### src/ptt_pkg.sv
// ptt_pkg: item types, table entry type, operation and status codes for the
// periodic timer table; no dependencies
`default_nettype none

package ptt_pkg;

  localparam logic [9:0] INTERVAL_LIMIT = 10'd1000;

  typedef enum logic [1:0] {
    OP_REGISTER   = 2'd0,
    OP_UNREGISTER = 2'd1,
    OP_TICK       = 2'd2
  } opcode_e;

  typedef enum logic [2:0] {
    ST_OK           = 3'd0,
    ST_ID_ZERO      = 3'd1,
    ST_HANDLER_ZERO = 3'd2,
    ST_INTERVAL     = 3'd3,
    ST_DUPLICATE    = 3'd4,
    ST_FULL         = 3'd5
  } status_e;

  typedef struct packed {
    logic [1:0]  opcode;
    logic [31:0] message_id;
    logic [15:0] handler_id;
    logic [9:0]  interval_ms;
    logic [31:0] now_ms;
  } in_item_t;

  typedef struct packed {
    status_e     status;
    logic        fired;
    logic [31:0] fire_message_id;
    logic [15:0] fire_handler_id;
    logic [31:0] fire_count;
    logic        last;
  } out_item_t;

  typedef struct packed {
    logic        valid;
    logic [31:0] msg;
    logic [15:0] hnd;
    logic [9:0]  ivl;
    logic [31:0] last_fire;
    logic [31:0] count;
  } entry_t;

  // what the head of the chain reports about the entry it holds
  typedef struct packed {
    logic   match;
    logic   fire;
    entry_t upd;
  } head_res_t;

endpackage

`default_nettype wire

### src/ptt_cell.sv
// ptt_cell: one storage cell of the timer chain, takes its neighbour's entry
// on every shift; depends on ptt_pkg
`default_nettype none

module ptt_cell
  import ptt_pkg::*;
(
  input  wire    clk_i,
  input  wire    rst_ni,
  input  wire    en_i,
  input  entry_t d_i,
  output entry_t q_o
);

  entry_t q_q;

  always_ff @(posedge clk_i or negedge rst_ni) begin
    if (!rst_ni) begin
      q_q <= '0;
    end else if (en_i) begin
      q_q <= d_i;
    end
  end

  assign q_o = q_q;

endmodule

`default_nettype wire

### src/ptt_head.sv
// ptt_head: compare and fire check on the entry at the head of the chain
// depends on ptt_pkg
`default_nettype none

module ptt_head
  import ptt_pkg::*;
(
  input  entry_t      head_i,
  input  wire [31:0]  msg_i,
  input  wire [15:0]  hnd_i,
  input  wire [31:0]  now_i,
  output head_res_t   res_o
);

  logic [31:0] elapsed;

  always_comb begin
    elapsed           = now_i - head_i.last_fire;
    res_o.match       = head_i.valid && (head_i.msg == msg_i) && (head_i.hnd == hnd_i);
    res_o.fire        = head_i.valid && (elapsed >= {22'd0, head_i.ivl});
    res_o.upd         = head_i;
    res_o.upd.last_fire = now_i;
    res_o.upd.count   = head_i.count + 32'd1;
  end

endmodule

`default_nettype wire

### src/periodic_timer_table.sv
// periodic_timer_table: an item is taken only while idle, then the whole chain
// rotates once through the head and one finishing step follows; both the
// rotation and the finishing step wait while the output register is full.
// the final result is registered in the finishing step.
// reset (async, active low) empties the table and clears all valid bits.
// depends on ptt_pkg, ptt_cell, ptt_head
`default_nettype none

module periodic_timer_table
  import ptt_pkg::*;
#(
  parameter int MAX_ENTRIES = 16
) (
  input  wire       clk_i,
  input  wire       rst_ni,
  input  wire       in_valid_i,
  output logic      in_ready_o,
  input  in_item_t  in_item_i,
  output logic      out_valid_o,
  input  wire       out_ready_i,
  output out_item_t out_item_o
);

  localparam int IW = (MAX_ENTRIES > 1) ? $clog2(MAX_ENTRIES) : 1;
  localparam int CW = $clog2(MAX_ENTRIES + 1);
  localparam logic [IW-1:0] LAST_STEP = IW'(MAX_ENTRIES - 1);

  typedef enum logic [2:0] {
    S_IDLE   = 3'b001,
    S_SCAN   = 3'b010,
    S_FINISH = 3'b100
  } state_e;

  state_e    state_q, state_d;
  logic [IW-1:0] step_q, step_d;
  logic [CW-1:0] total_q, total_d;
  in_item_t  item_q, item_d;
  status_e   st_q, st_d;
  logic      act_q, act_d;     // register item passed its field checks
  logic      dup_q, dup_d;     // duplicate pair seen during the scan
  logic      ins_q, ins_d;     // new entry went into the chain
  logic      rem_q, rem_d;     // entry taken out, chain now wraps one short
  out_item_t pend_q, pend_d;   // newest fire, held back until the next one
  logic      pend_vq, pend_vd;
  out_item_t out_q, out_d;
  logic      out_vq, out_vd;

  entry_t    cell_q [MAX_ENTRIES];
  entry_t    cell_d [MAX_ENTRIES];
  entry_t    head, feed, new_e, blank;
  head_res_t hres;
  logic      slot_free, scan_adv, is_reg, is_unreg, is_tick;
  logic      drop, ins, fire;
  status_e   chk;
  logic [MAX_ENTRIES-1:0] vld_vec, therm;

  assign head = cell_q[0];

  ptt_head u_head (
    .head_i (head),
    .msg_i  (item_q.message_id),
    .hnd_i  (item_q.handler_id),
    .now_i  (item_q.now_ms),
    .res_o  (hres)
  );

  // new entry and empty slot
  always_comb begin
    new_e           = '0;
    new_e.valid     = 1'b1;
    new_e.msg       = item_q.message_id;
    new_e.hnd       = item_q.handler_id;
    new_e.ivl       = item_q.interval_ms;
    blank           = '0;
  end

  assign is_reg   = (item_q.opcode == OP_REGISTER);
  assign is_unreg = (item_q.opcode == OP_UNREGISTER);
  assign is_tick  = (item_q.opcode == OP_TICK);
  assign slot_free = !out_vq || out_ready_i;
  assign scan_adv  = (state_q == S_SCAN) && slot_free;

  // head decisions for this step
  assign drop = is_unreg && hres.match && !rem_q;
  // every valid entry has already been checked by the time the step reaches the fill level
  assign ins  = is_reg && act_q && !dup_q && !ins_q && (CW'(step_q) == total_q);
  assign fire = is_tick && hres.fire;

  // what the head hands back to the tail
  always_comb begin
    if (fire) begin
      feed = hres.upd;
    end else if (ins) begin
      feed = new_e;
    end else begin
      feed = head;
    end
  end

  // chain wiring: each cell takes its upper neighbour; after a removal the
  // ring closes one cell early and the top cell holds an empty slot
  for (genvar i = 0; i < MAX_ENTRIES; i++) begin : g_chain
    if (i == MAX_ENTRIES - 1) begin : g_top
      assign cell_d[i] = (drop || rem_q) ? blank : feed;
    end else if (i == MAX_ENTRIES - 2) begin : g_wrap
      assign cell_d[i] = rem_q ? feed : cell_q[i+1];
    end else begin : g_mid
      assign cell_d[i] = cell_q[i+1];
    end

    ptt_cell u_cell (
      .clk_i  (clk_i),
      .rst_ni (rst_ni),
      .en_i   (scan_adv),
      .d_i    (cell_d[i]),
      .q_o    (cell_q[i])
    );

    assign vld_vec[i] = cell_q[i].valid;
  end

  // field checks in priority order
  always_comb begin
    if (in_item_i.message_id == 32'd0) begin
      chk = ST_ID_ZERO;
    end else if (in_item_i.handler_id == 16'd0) begin
      chk = ST_HANDLER_ZERO;
    end else if (in_item_i.interval_ms > INTERVAL_LIMIT) begin
      chk = ST_INTERVAL;
    end else begin
      chk = ST_OK;
    end
  end

  always_comb begin
    state_d = state_q;
    step_d  = step_q;
    total_d = total_q;
    item_d  = item_q;
    st_d    = st_q;
    act_d   = act_q;
    dup_d   = dup_q;
    ins_d   = ins_q;
    rem_d   = rem_q;
    pend_d  = pend_q;
    pend_vd = pend_vq;
    out_d   = out_q;
    out_vd  = out_vq && !out_ready_i;

    case (state_q)
      S_IDLE: begin
        if (in_valid_i) begin
          item_d  = in_item_i;
          st_d    = (in_item_i.opcode == OP_REGISTER) ? chk : ST_OK;
          act_d   = (in_item_i.opcode == OP_REGISTER) && (chk == ST_OK);
          dup_d   = 1'b0;
          ins_d   = 1'b0;
          rem_d   = 1'b0;
          pend_vd = 1'b0;
          step_d  = '0;
          state_d = S_SCAN;
        end
      end
      S_SCAN: begin
        if (slot_free) begin
          step_d = step_q + 1'b1;
          if (step_q == LAST_STEP) begin
            state_d = S_FINISH;
          end
          if (is_reg && hres.match) begin
            dup_d = 1'b1;
          end
          if (ins) begin
            ins_d   = 1'b1;
            total_d = total_q + 1'b1;
          end
          if (drop) begin
            rem_d   = 1'b1;
            total_d = total_q - 1'b1;
          end
          if (fire) begin
            // earlier fire is now known not to be the final one
            if (pend_vq) begin
              out_d  = pend_q;
              out_vd = 1'b1;
            end
            pend_d                 = '0;
            pend_d.status          = ST_OK;
            pend_d.fired           = 1'b1;
            pend_d.fire_message_id = hres.upd.msg;
            pend_d.fire_handler_id = hres.upd.hnd;
            pend_d.fire_count      = hres.upd.count;
            pend_vd                = 1'b1;
          end
        end
      end
      S_FINISH: begin
        if (slot_free) begin
          out_vd = 1'b1;
          out_d  = '0;
          out_d.status = st_q;
          out_d.last   = 1'b1;
          if (is_reg && (st_q == ST_OK)) begin
            if (dup_q) begin
              out_d.status = ST_DUPLICATE;
            end else if (!ins_q) begin
              out_d.status = ST_FULL;
            end
          end
          if (is_tick && pend_vq) begin
            out_d      = pend_q;
            out_d.last = 1'b1;
          end
          pend_vd = 1'b0;
          state_d = S_IDLE;
        end
      end
      default: begin
        state_d = S_IDLE;
      end
    endcase
  end

  always_ff @(posedge clk_i or negedge rst_ni) begin
    if (!rst_ni) begin
      state_q <= S_IDLE;
      step_q  <= '0;
      total_q <= '0;
      act_q   <= 1'b0;
      dup_q   <= 1'b0;
      ins_q   <= 1'b0;
      rem_q   <= 1'b0;
      pend_vq <= 1'b0;
      out_vq  <= 1'b0;
    end else begin
      state_q <= state_d;
      step_q  <= step_d;
      total_q <= total_d;
      act_q   <= act_d;
      dup_q   <= dup_d;
      ins_q   <= ins_d;
      rem_q   <= rem_d;
      pend_vq <= pend_vd;
      out_vq  <= out_vd;
    end
  end

  // payload registers, no reset
  always_ff @(posedge clk_i) begin
    item_q <= item_d;
    st_q   <= st_d;
    pend_q <= pend_d;
    out_q  <= out_d;
  end

  assign in_ready_o  = (state_q == S_IDLE);
  assign out_valid_o = out_vq;
  assign out_item_o  = out_q;

  // expected valid pattern: entries packed at the front up to the fill level
  always_comb begin
    for (int i = 0; i < MAX_ENTRIES; i++) begin
      therm[i] = (CW'(i) < total_q);
    end
  end

  // fill level never passes the table depth
  a_total_range : assert property (@(posedge clk_i) disable iff (!rst_ni)
    total_q <= CW'(MAX_ENTRIES))
    else $error("fill level above table depth");

  // between items the valid entries form one block at the head of the chain
  a_packed : assert property (@(posedge clk_i) disable iff (!rst_ni)
    (state_q == S_IDLE) |-> (vld_vec == therm))
    else $error("table entries not packed");

  // the finishing cycle always delivers the item's final result
  a_finish_last : assert property (@(posedge clk_i) disable iff (!rst_ni)
    ((state_q == S_FINISH) && slot_free) |=> (out_valid_o && out_item_o.last))
    else $error("finishing result not flagged last");

endmodule

`default_nettype wire

### config.mk
export PLATFORM = sky130hd
export DESIGN_NAME = periodic_timer_table
export DESIGN_NICKNAME = d
export VERILOG_FILES = /design/src/ptt_pkg.sv /design/src/ptt_cell.sv /design/src/ptt_head.sv /design/src/periodic_timer_table.sv
export SDC_FILE = /design/constraint.sdc
export NUM_CORES = 2
export LEC_CHECK = 0
export ABC_AREA = 1
export BUFFER_PORTS_ARGS = -buffer_cell sky130_fd_sc_hd__buf_4
export CAP_MARGIN = 20
export CORE_MARGIN = 2
export CORE_UTILIZATION = 56
export DETAILED_ROUTE_END_ITERATION = 10
export PLACE_DENSITY = 0.75
export SKIP_LAST_GASP = 1
export SLEW_MARGIN = 20
export SYNTH_ARGS = -nofsm -noshare
export SYNTH_HDL_FRONTEND = slang
export SYNTH_SLANG_ARGS = --single-unit
### constraint.sdc
create_clock -name clk_i -period 6.3 [get_ports clk_i]
set_input_delay 1.26 -clock clk_i [delete_from_list [all_inputs] [get_ports clk_i]]
set_output_delay 1.26 -clock clk_i [all_outputs]
set_load 0.02 [all_outputs]
# [Word level (Yosys, flattened, before mapping)]
# Cells that the tools add are included.
# W data, S select, Z words.
[op_classes] reduce_logical=43 order_cmp=2 n_mux=45 n_eq_ne=18 addsub=5
[op_table] op="$mux W123" count=4
[op_table] op="$mux W85" count=5
[op_table] op="$pmux W85 S2" count=1
[op_table] op="$add A32 B1 Y32 const B" count=1
[op_table] op="$eq A32 B32 Y1" count=1
[op_table] op="$ge A32 B10 Y1" count=1
[op_table] op="$logic_not A32 Y1" count=1
[op_table] op="$sub A32 B32 Y32" count=1
[op_table] op="$mux W3" count=7
[op_table] op="$eq A16 B16 Y1" count=1
[op_table] op="$logic_and A1 B1 Y1" count=16
[op_table] op="$logic_not A16 Y1" count=1
[op_table] op="$reduce_and A4 Y1" count=4
[op_table] op="$mux W1" count=14
[op_table] op="$ne A2 B2 Y1 const B" count=7
[op_table] op="$gt A10 B10 Y1 const B" count=1
[op_table] op="$mux W5" count=2
[op_table] op="$reduce_and A5 Y1" count=2
[op_table] op="$pmux W3 S3" count=1
[op_table] op="$reduce_and A3 Y1" count=3
[op_table] op="$mux W4" count=2
[op_table] op="$pmux W1 S2" count=4
[op_table] op="$pmux W4 S2" count=1
[op_table] op="$logic_not A3 Y1" count=2
[op_table] op="19 further kinds" count=30
[word_totals] word_cells=233 inputBits=96 ff_bits=2246 out_inout_bits=87

# [Logic depth before layout (Yosys ltp)]
[depth] depth_word=8 mapped_depth=31 depth_no_buf=29

# [Hierarchy]
# A second synthesis with hierarchy kept.
[hier_totals] cells_unflattened=10854 hier_area_um2=94339.2
[by_module_without_submodules] mod="ptt_cell" seq_area_each_um2=3078.0 cells_each=520 n_inst=16 area_each_um2=4677.0
[by_module_without_submodules] mod="periodic_timer_table" seq_area_each_um2=8229.1 cells_each=1596 n_inst=1 area_each_um2=14582.7
[by_module_without_submodules] mod="ptt_head" seq_area_each_um2=0.0 cells_each=938 n_inst=1 area_each_um2=4924.7

# [Least setup slack after synthesis]
# OpenSTA, ideal clock, no wires.
[synth_timing] kind="register -> register" startpoint="reg g_chain[0].u_cell.q_q (netlist bit g_chain[0].u_cell.q_o[32])" endpoint="reg out_q (netlist bit out_item_o[0]) (enable)" required_ns=5.771 stages_incl_launch_ff=28 t_arrival_ns=6.231 synth_period_minus_slack_ns=6.760 setup_time_ns=0.529 slack_ns=-0.460 path_buffers=1 cell_sequence="dfrtp_1 ha_1 fa_1 inv_1 nand2_1 nand2_1 and2_1 xor2_1 ha_1 nand2_1 inv_1 nand2_1 nor2_1 nor2_1 nand2_1 nand2_1 nand2_1 nor2_1 nand3_1 nor2_1 nand2_1 nor2_1 nand2_1 nand2_2 buf_6 nand2_1 nand3_1 nor2_1"
[synth_between] elab_chain_len=6
[synth_rtl] item="start, declared" line_no="ptt_cell.sv:15" source="entry_t q_q;"
[synth_rtl] item="start signal, assigned" line_no="ptt_cell.sv:21" source="q_q <= d_i;"
[synth_rtl] item="$sub A32 B32 Y32" line_no="ptt_head.sv:18" source="elapsed = now_i - head_i.last_fire;"
[synth_rtl] item="$ge A32 B10 Y1" line_no="ptt_head.sv:20" source="res_o.fire = head_i.valid && (elapsed >= {22'd0, head_i.ivl});"
[synth_rtl] item="$logic_and A1 B1 Y1" line_no="ptt_head.sv:20"
[synth_rtl] item="$logic_and A1 B1 Y1" line_no="periodic_timer_table.sv:87" source="assign fire = is_tick && hres.fire;"
[synth_rtl] item="$ne A2 B2 Y1 (no source line)"
[synth_rtl] item="$reduce_and A5 Y1 (no source line)"
[synth_rtl] item="end signal, assigned" line_no="periodic_timer_table.sv:253" source="out_q <= out_d;"
[synth_rtl] item="end, declared" line_no="periodic_timer_table.sv:45" source="out_item_t out_q, out_d;"
# Every way passes these cells.
# A chain may end at the register's enable or synchronous reset.

# [Worst setup path after layout]
[layout_timing] startpoint="reg g_chain[0].u_cell.q_q (netlist bit g_chain[0].u_cell.q_o[32])" endpoint="reg out_q (netlist bit out_item_o[58]) (enable)"
# The elaborated chain is that of the path after synthesis.

==> out/metrics.yaml <==
routed_via_density: 5.21
portBuffers: 182
die_h_um: 403
syn2layout_area_growth_pct: 11.9
num_rows: 146
grt_start_max_net_pins: 247
crit_type: "flip-flop to flip-flop"
cts_sinks: 2245
die_x_um: 403
hpwlAfterDp_um: 118000
fin_cells: 12200
fill_cells: 12700
grt.overflow.total: 0
antenna_found_initial: 6
crit_arrival_ns: 5.36
slowest_stage: "buf_4"
clock_latency_ns: 0.88
r2r_cells: 27
crit_path_start: "g_chain[0].u_cell.q_o[32]$_DFFE_PN0P_"
synth_area_mm2: 0.0893
grt_first_pass_wirelength_um: 328000
slew_viol_final: 0
ys_types: 47
synthArstFlopShare: 0.885
gp_congestion: 0.916
multi_input_area_mm2: 0.0271
post-route-drc-count: 0
ant_nets: 0
synth-edff-count: 259
cts-buffers-inserted: 218
rsz0062_at_grt: "false"
static-leakage-power_nw: 52.3
firstDrtPassIters: 6
setup_violations: 0
path_max_fanout: 73
drt-initial-drc-count: 6441
initial_utilization: 0.564
synth-main-ff-cell: "dfrtp_1"
clock-root-buffer: "clkbuf_16"
track_usage: 0.247
syn_inst: 9961
end_kind: "flip-flop"
yosys_warnings: 0
max-slew-margin-rel: 0.221
post_synth.cell_area_avg_um2: 8.97
dp_slack_ns: 1.37
slowest_delay_ns: 0.79
layout.nets: 10100
layout_setup_ws_ns: 1.43
hold_class: "input pin to asynchronous set/reset pin"
ctsHoldBuffers: 0
fmax_mhz: 206
drive_gt1_frac: 0.0692
cp-start-kind: "flip-flop"
io_pins: 183
yosys_register_bits: 2245
h-tree-depth: 4
fin_crit_ns: 4.87
status: "finished, final reports clean"
cpMostUsedCell: "nand2_1"
cts_buffer_depth: 3
min_period_over_period: 0.772
dr_total_vias: 63700
grt_pass1_vias: 62500
hold_viol: 0
wire_per_inst_um: 16.2
tns_ns: 0
worstPathRequired_ns: 6.79
power_density_mw_per_mm2: 467
cts_setup_buffers: 0
clock_skew_ns: 0.0609
r2r-start: "g_chain[0].u_cell.q_o[32]$_DFFE_PN0P_"
die_area_mm2: 0.163
syn-num-nets: 10100
regArea_mm2: 0.0575
cts_resized: 0
cts_tree: "built"
maxCapViolCount: 0
worst_pin_slew_ns: 1.17
peakVddDrop_mv: 0.342
place_inst: 11800
clk_pin_slew_ns: 0.06
core_mm2: 0.158
drt-total-wl_um: 197000
ys_seq_area_frac: 0.644
flip-flops by register name, summed over array words and instances (netlist names):
register and flops:
ins_q 1, item_q 92, pend_q 80, act_q 1
g_chain.u_cell.q_o 1968, step_q 4, st_q 2, out_item_o 85
dup_q 1, total_q 5, out_valid_o 1, rem_q 1
state_q 3, pend_vq 1
synthesized netlist by cell type (11+ instances only):
cell      count  share of area
nor3_1       18         0.0010
o221ai_1     59         0.0058
xnor2_1      11         0.0011
nand2_1    5058           0.21
nand4_1      21         0.0015
nor2_1      177         0.0074
inv_1       746          0.031
o21ai_0     582          0.033
o21ai_2      20         0.0020
ha_1         46         0.0064
nor4_1       20         0.0014
buf_2        11        0.00062
xor2_1       51         0.0050
nand2_2      51         0.0036
inv_2        11        0.00046
clkbuf_1    457          0.019
nand3_1     180          0.010
dfrtp_1    1985           0.56
edfxtp_1    259          0.087
o21ai_1      30         0.0017
o22ai_1      66         0.0046
a21oi_1      31         0.0017
worst max-delay path, delay by kind of cell (launching register included):
family	cells	cell delay (ns)
xor+xnor	1	0.11
flops	1	0.38
buf+inv	3	0.96
simple gates	20	2.02
fa+ha+maj	3	0.93
per-layer routing:
layer / GRT usage / vias to the layer above / wire length, um
met5: 0 / - / 0
met4: 0.0675 / 0 / 4540
met3: 0.0393 / 334 / 11200
met2: 0.381 / 1555 / 91000
met1: 0.369 / 31100 / 90600
li1: - / 30700 / -
final timing paths:
path | endpoint | slack [ns]
max | out_item_o[58]$_DFFE_PP_ | 1.43
min | g_chain[9].u_cell.q_o[32]$_DFFE_PN0P_ | 0.34
max reg2reg | out_item_o[58]$_DFFE_PP_ | 1.43
min reg2reg | g_chain[5].u_cell.q_o[83]$_DFFE_PN0P_ | 0.43
max in group asynchronous | g_chain[15].u_cell.q_o[23]$_DFFE_PN0P_ | 4.20
min in group clk_i | g_chain[5].u_cell.q_o[83]$_DFFE_PN0P_ | 0.43
final cells by class:
class	instances	area share
Sequential cell	2245	0.575
Multi-Input combinational cell	6469	0.271
Clock buffer	325	0.0639
Inverter	759	0.0286
Tap cell	2072	0.0259
Timing Repair Buffer	252	0.0231
Clock inverter	89	0.0118
Antenna cell	2	0.0000501
report_power, final:
part	switching, mW	leakage, nW	total, mW	internal (mW)
combinational	7.65	19.3	11.1	3.47
sequential	2.58	29.3	22.1	19.5
clock	5.72	3.68	13.5	7.76
total	16.0	52.3	46.7	30.7
placed cells by master, fill, tap and decap left out, types with 30 or more instances in the layout:
| cell type | n |
|---|---|
| edfxtp_1 | 259 |
| inv_1 | 744 |
| xor2_1 | 51 |
| o22ai_1 | 66 |
| clkbuf_8 | 48 |
| clkinv_2 | 35 |
| a21oi_1 | 31 |
| nand2_1 | 5057 |
| o21ai_1 | 30 |
| clkbuf_1 | 57 |
| o221ai_1 | 59 |
| nand2_2 | 52 |
| o21ai_0 | 582 |
| clkbuf_16 | 220 |
| nand3_1 | 179 |
| ha_1 | 46 |
| nor2_1 | 173 |
| dfrtp_1 | 1985 |
| buf_4 | 220 |
through the flow:
stage | hold slack, ns | util | power (mW) | cell area, um2
2_1_floorplan | 0.425 | - | 29.6 | 89300
3_3_place_gp | 0.432 | 0.582 | 32.8 | 92200
3_5_place_dp | 0.432 | 0.582 | 33.3 | 92200
4_1_cts | 0.332 | 0.630 | 47.0 | 99800
5_1_grt | 0.342 | 0.631 | 49.8 | 99900
6_report | 0.337 | 0.631 | 46.7 | 99900
kinds of logic after synthesis:
logic type | Yosys count | share of synthesized area
buffers and inverters | 1247 | 0.0535
DFF | 2245 | 0.644
xor gates and xnor gates | 62 | 0.00608
AOI/OAI and AO/OA | 808 | 0.0502
adders and majority gates | 48 | 0.00689
and+or+nand+nor | 5551 | 0.240
Note: power is estimated with default switching activity, not from simulation.
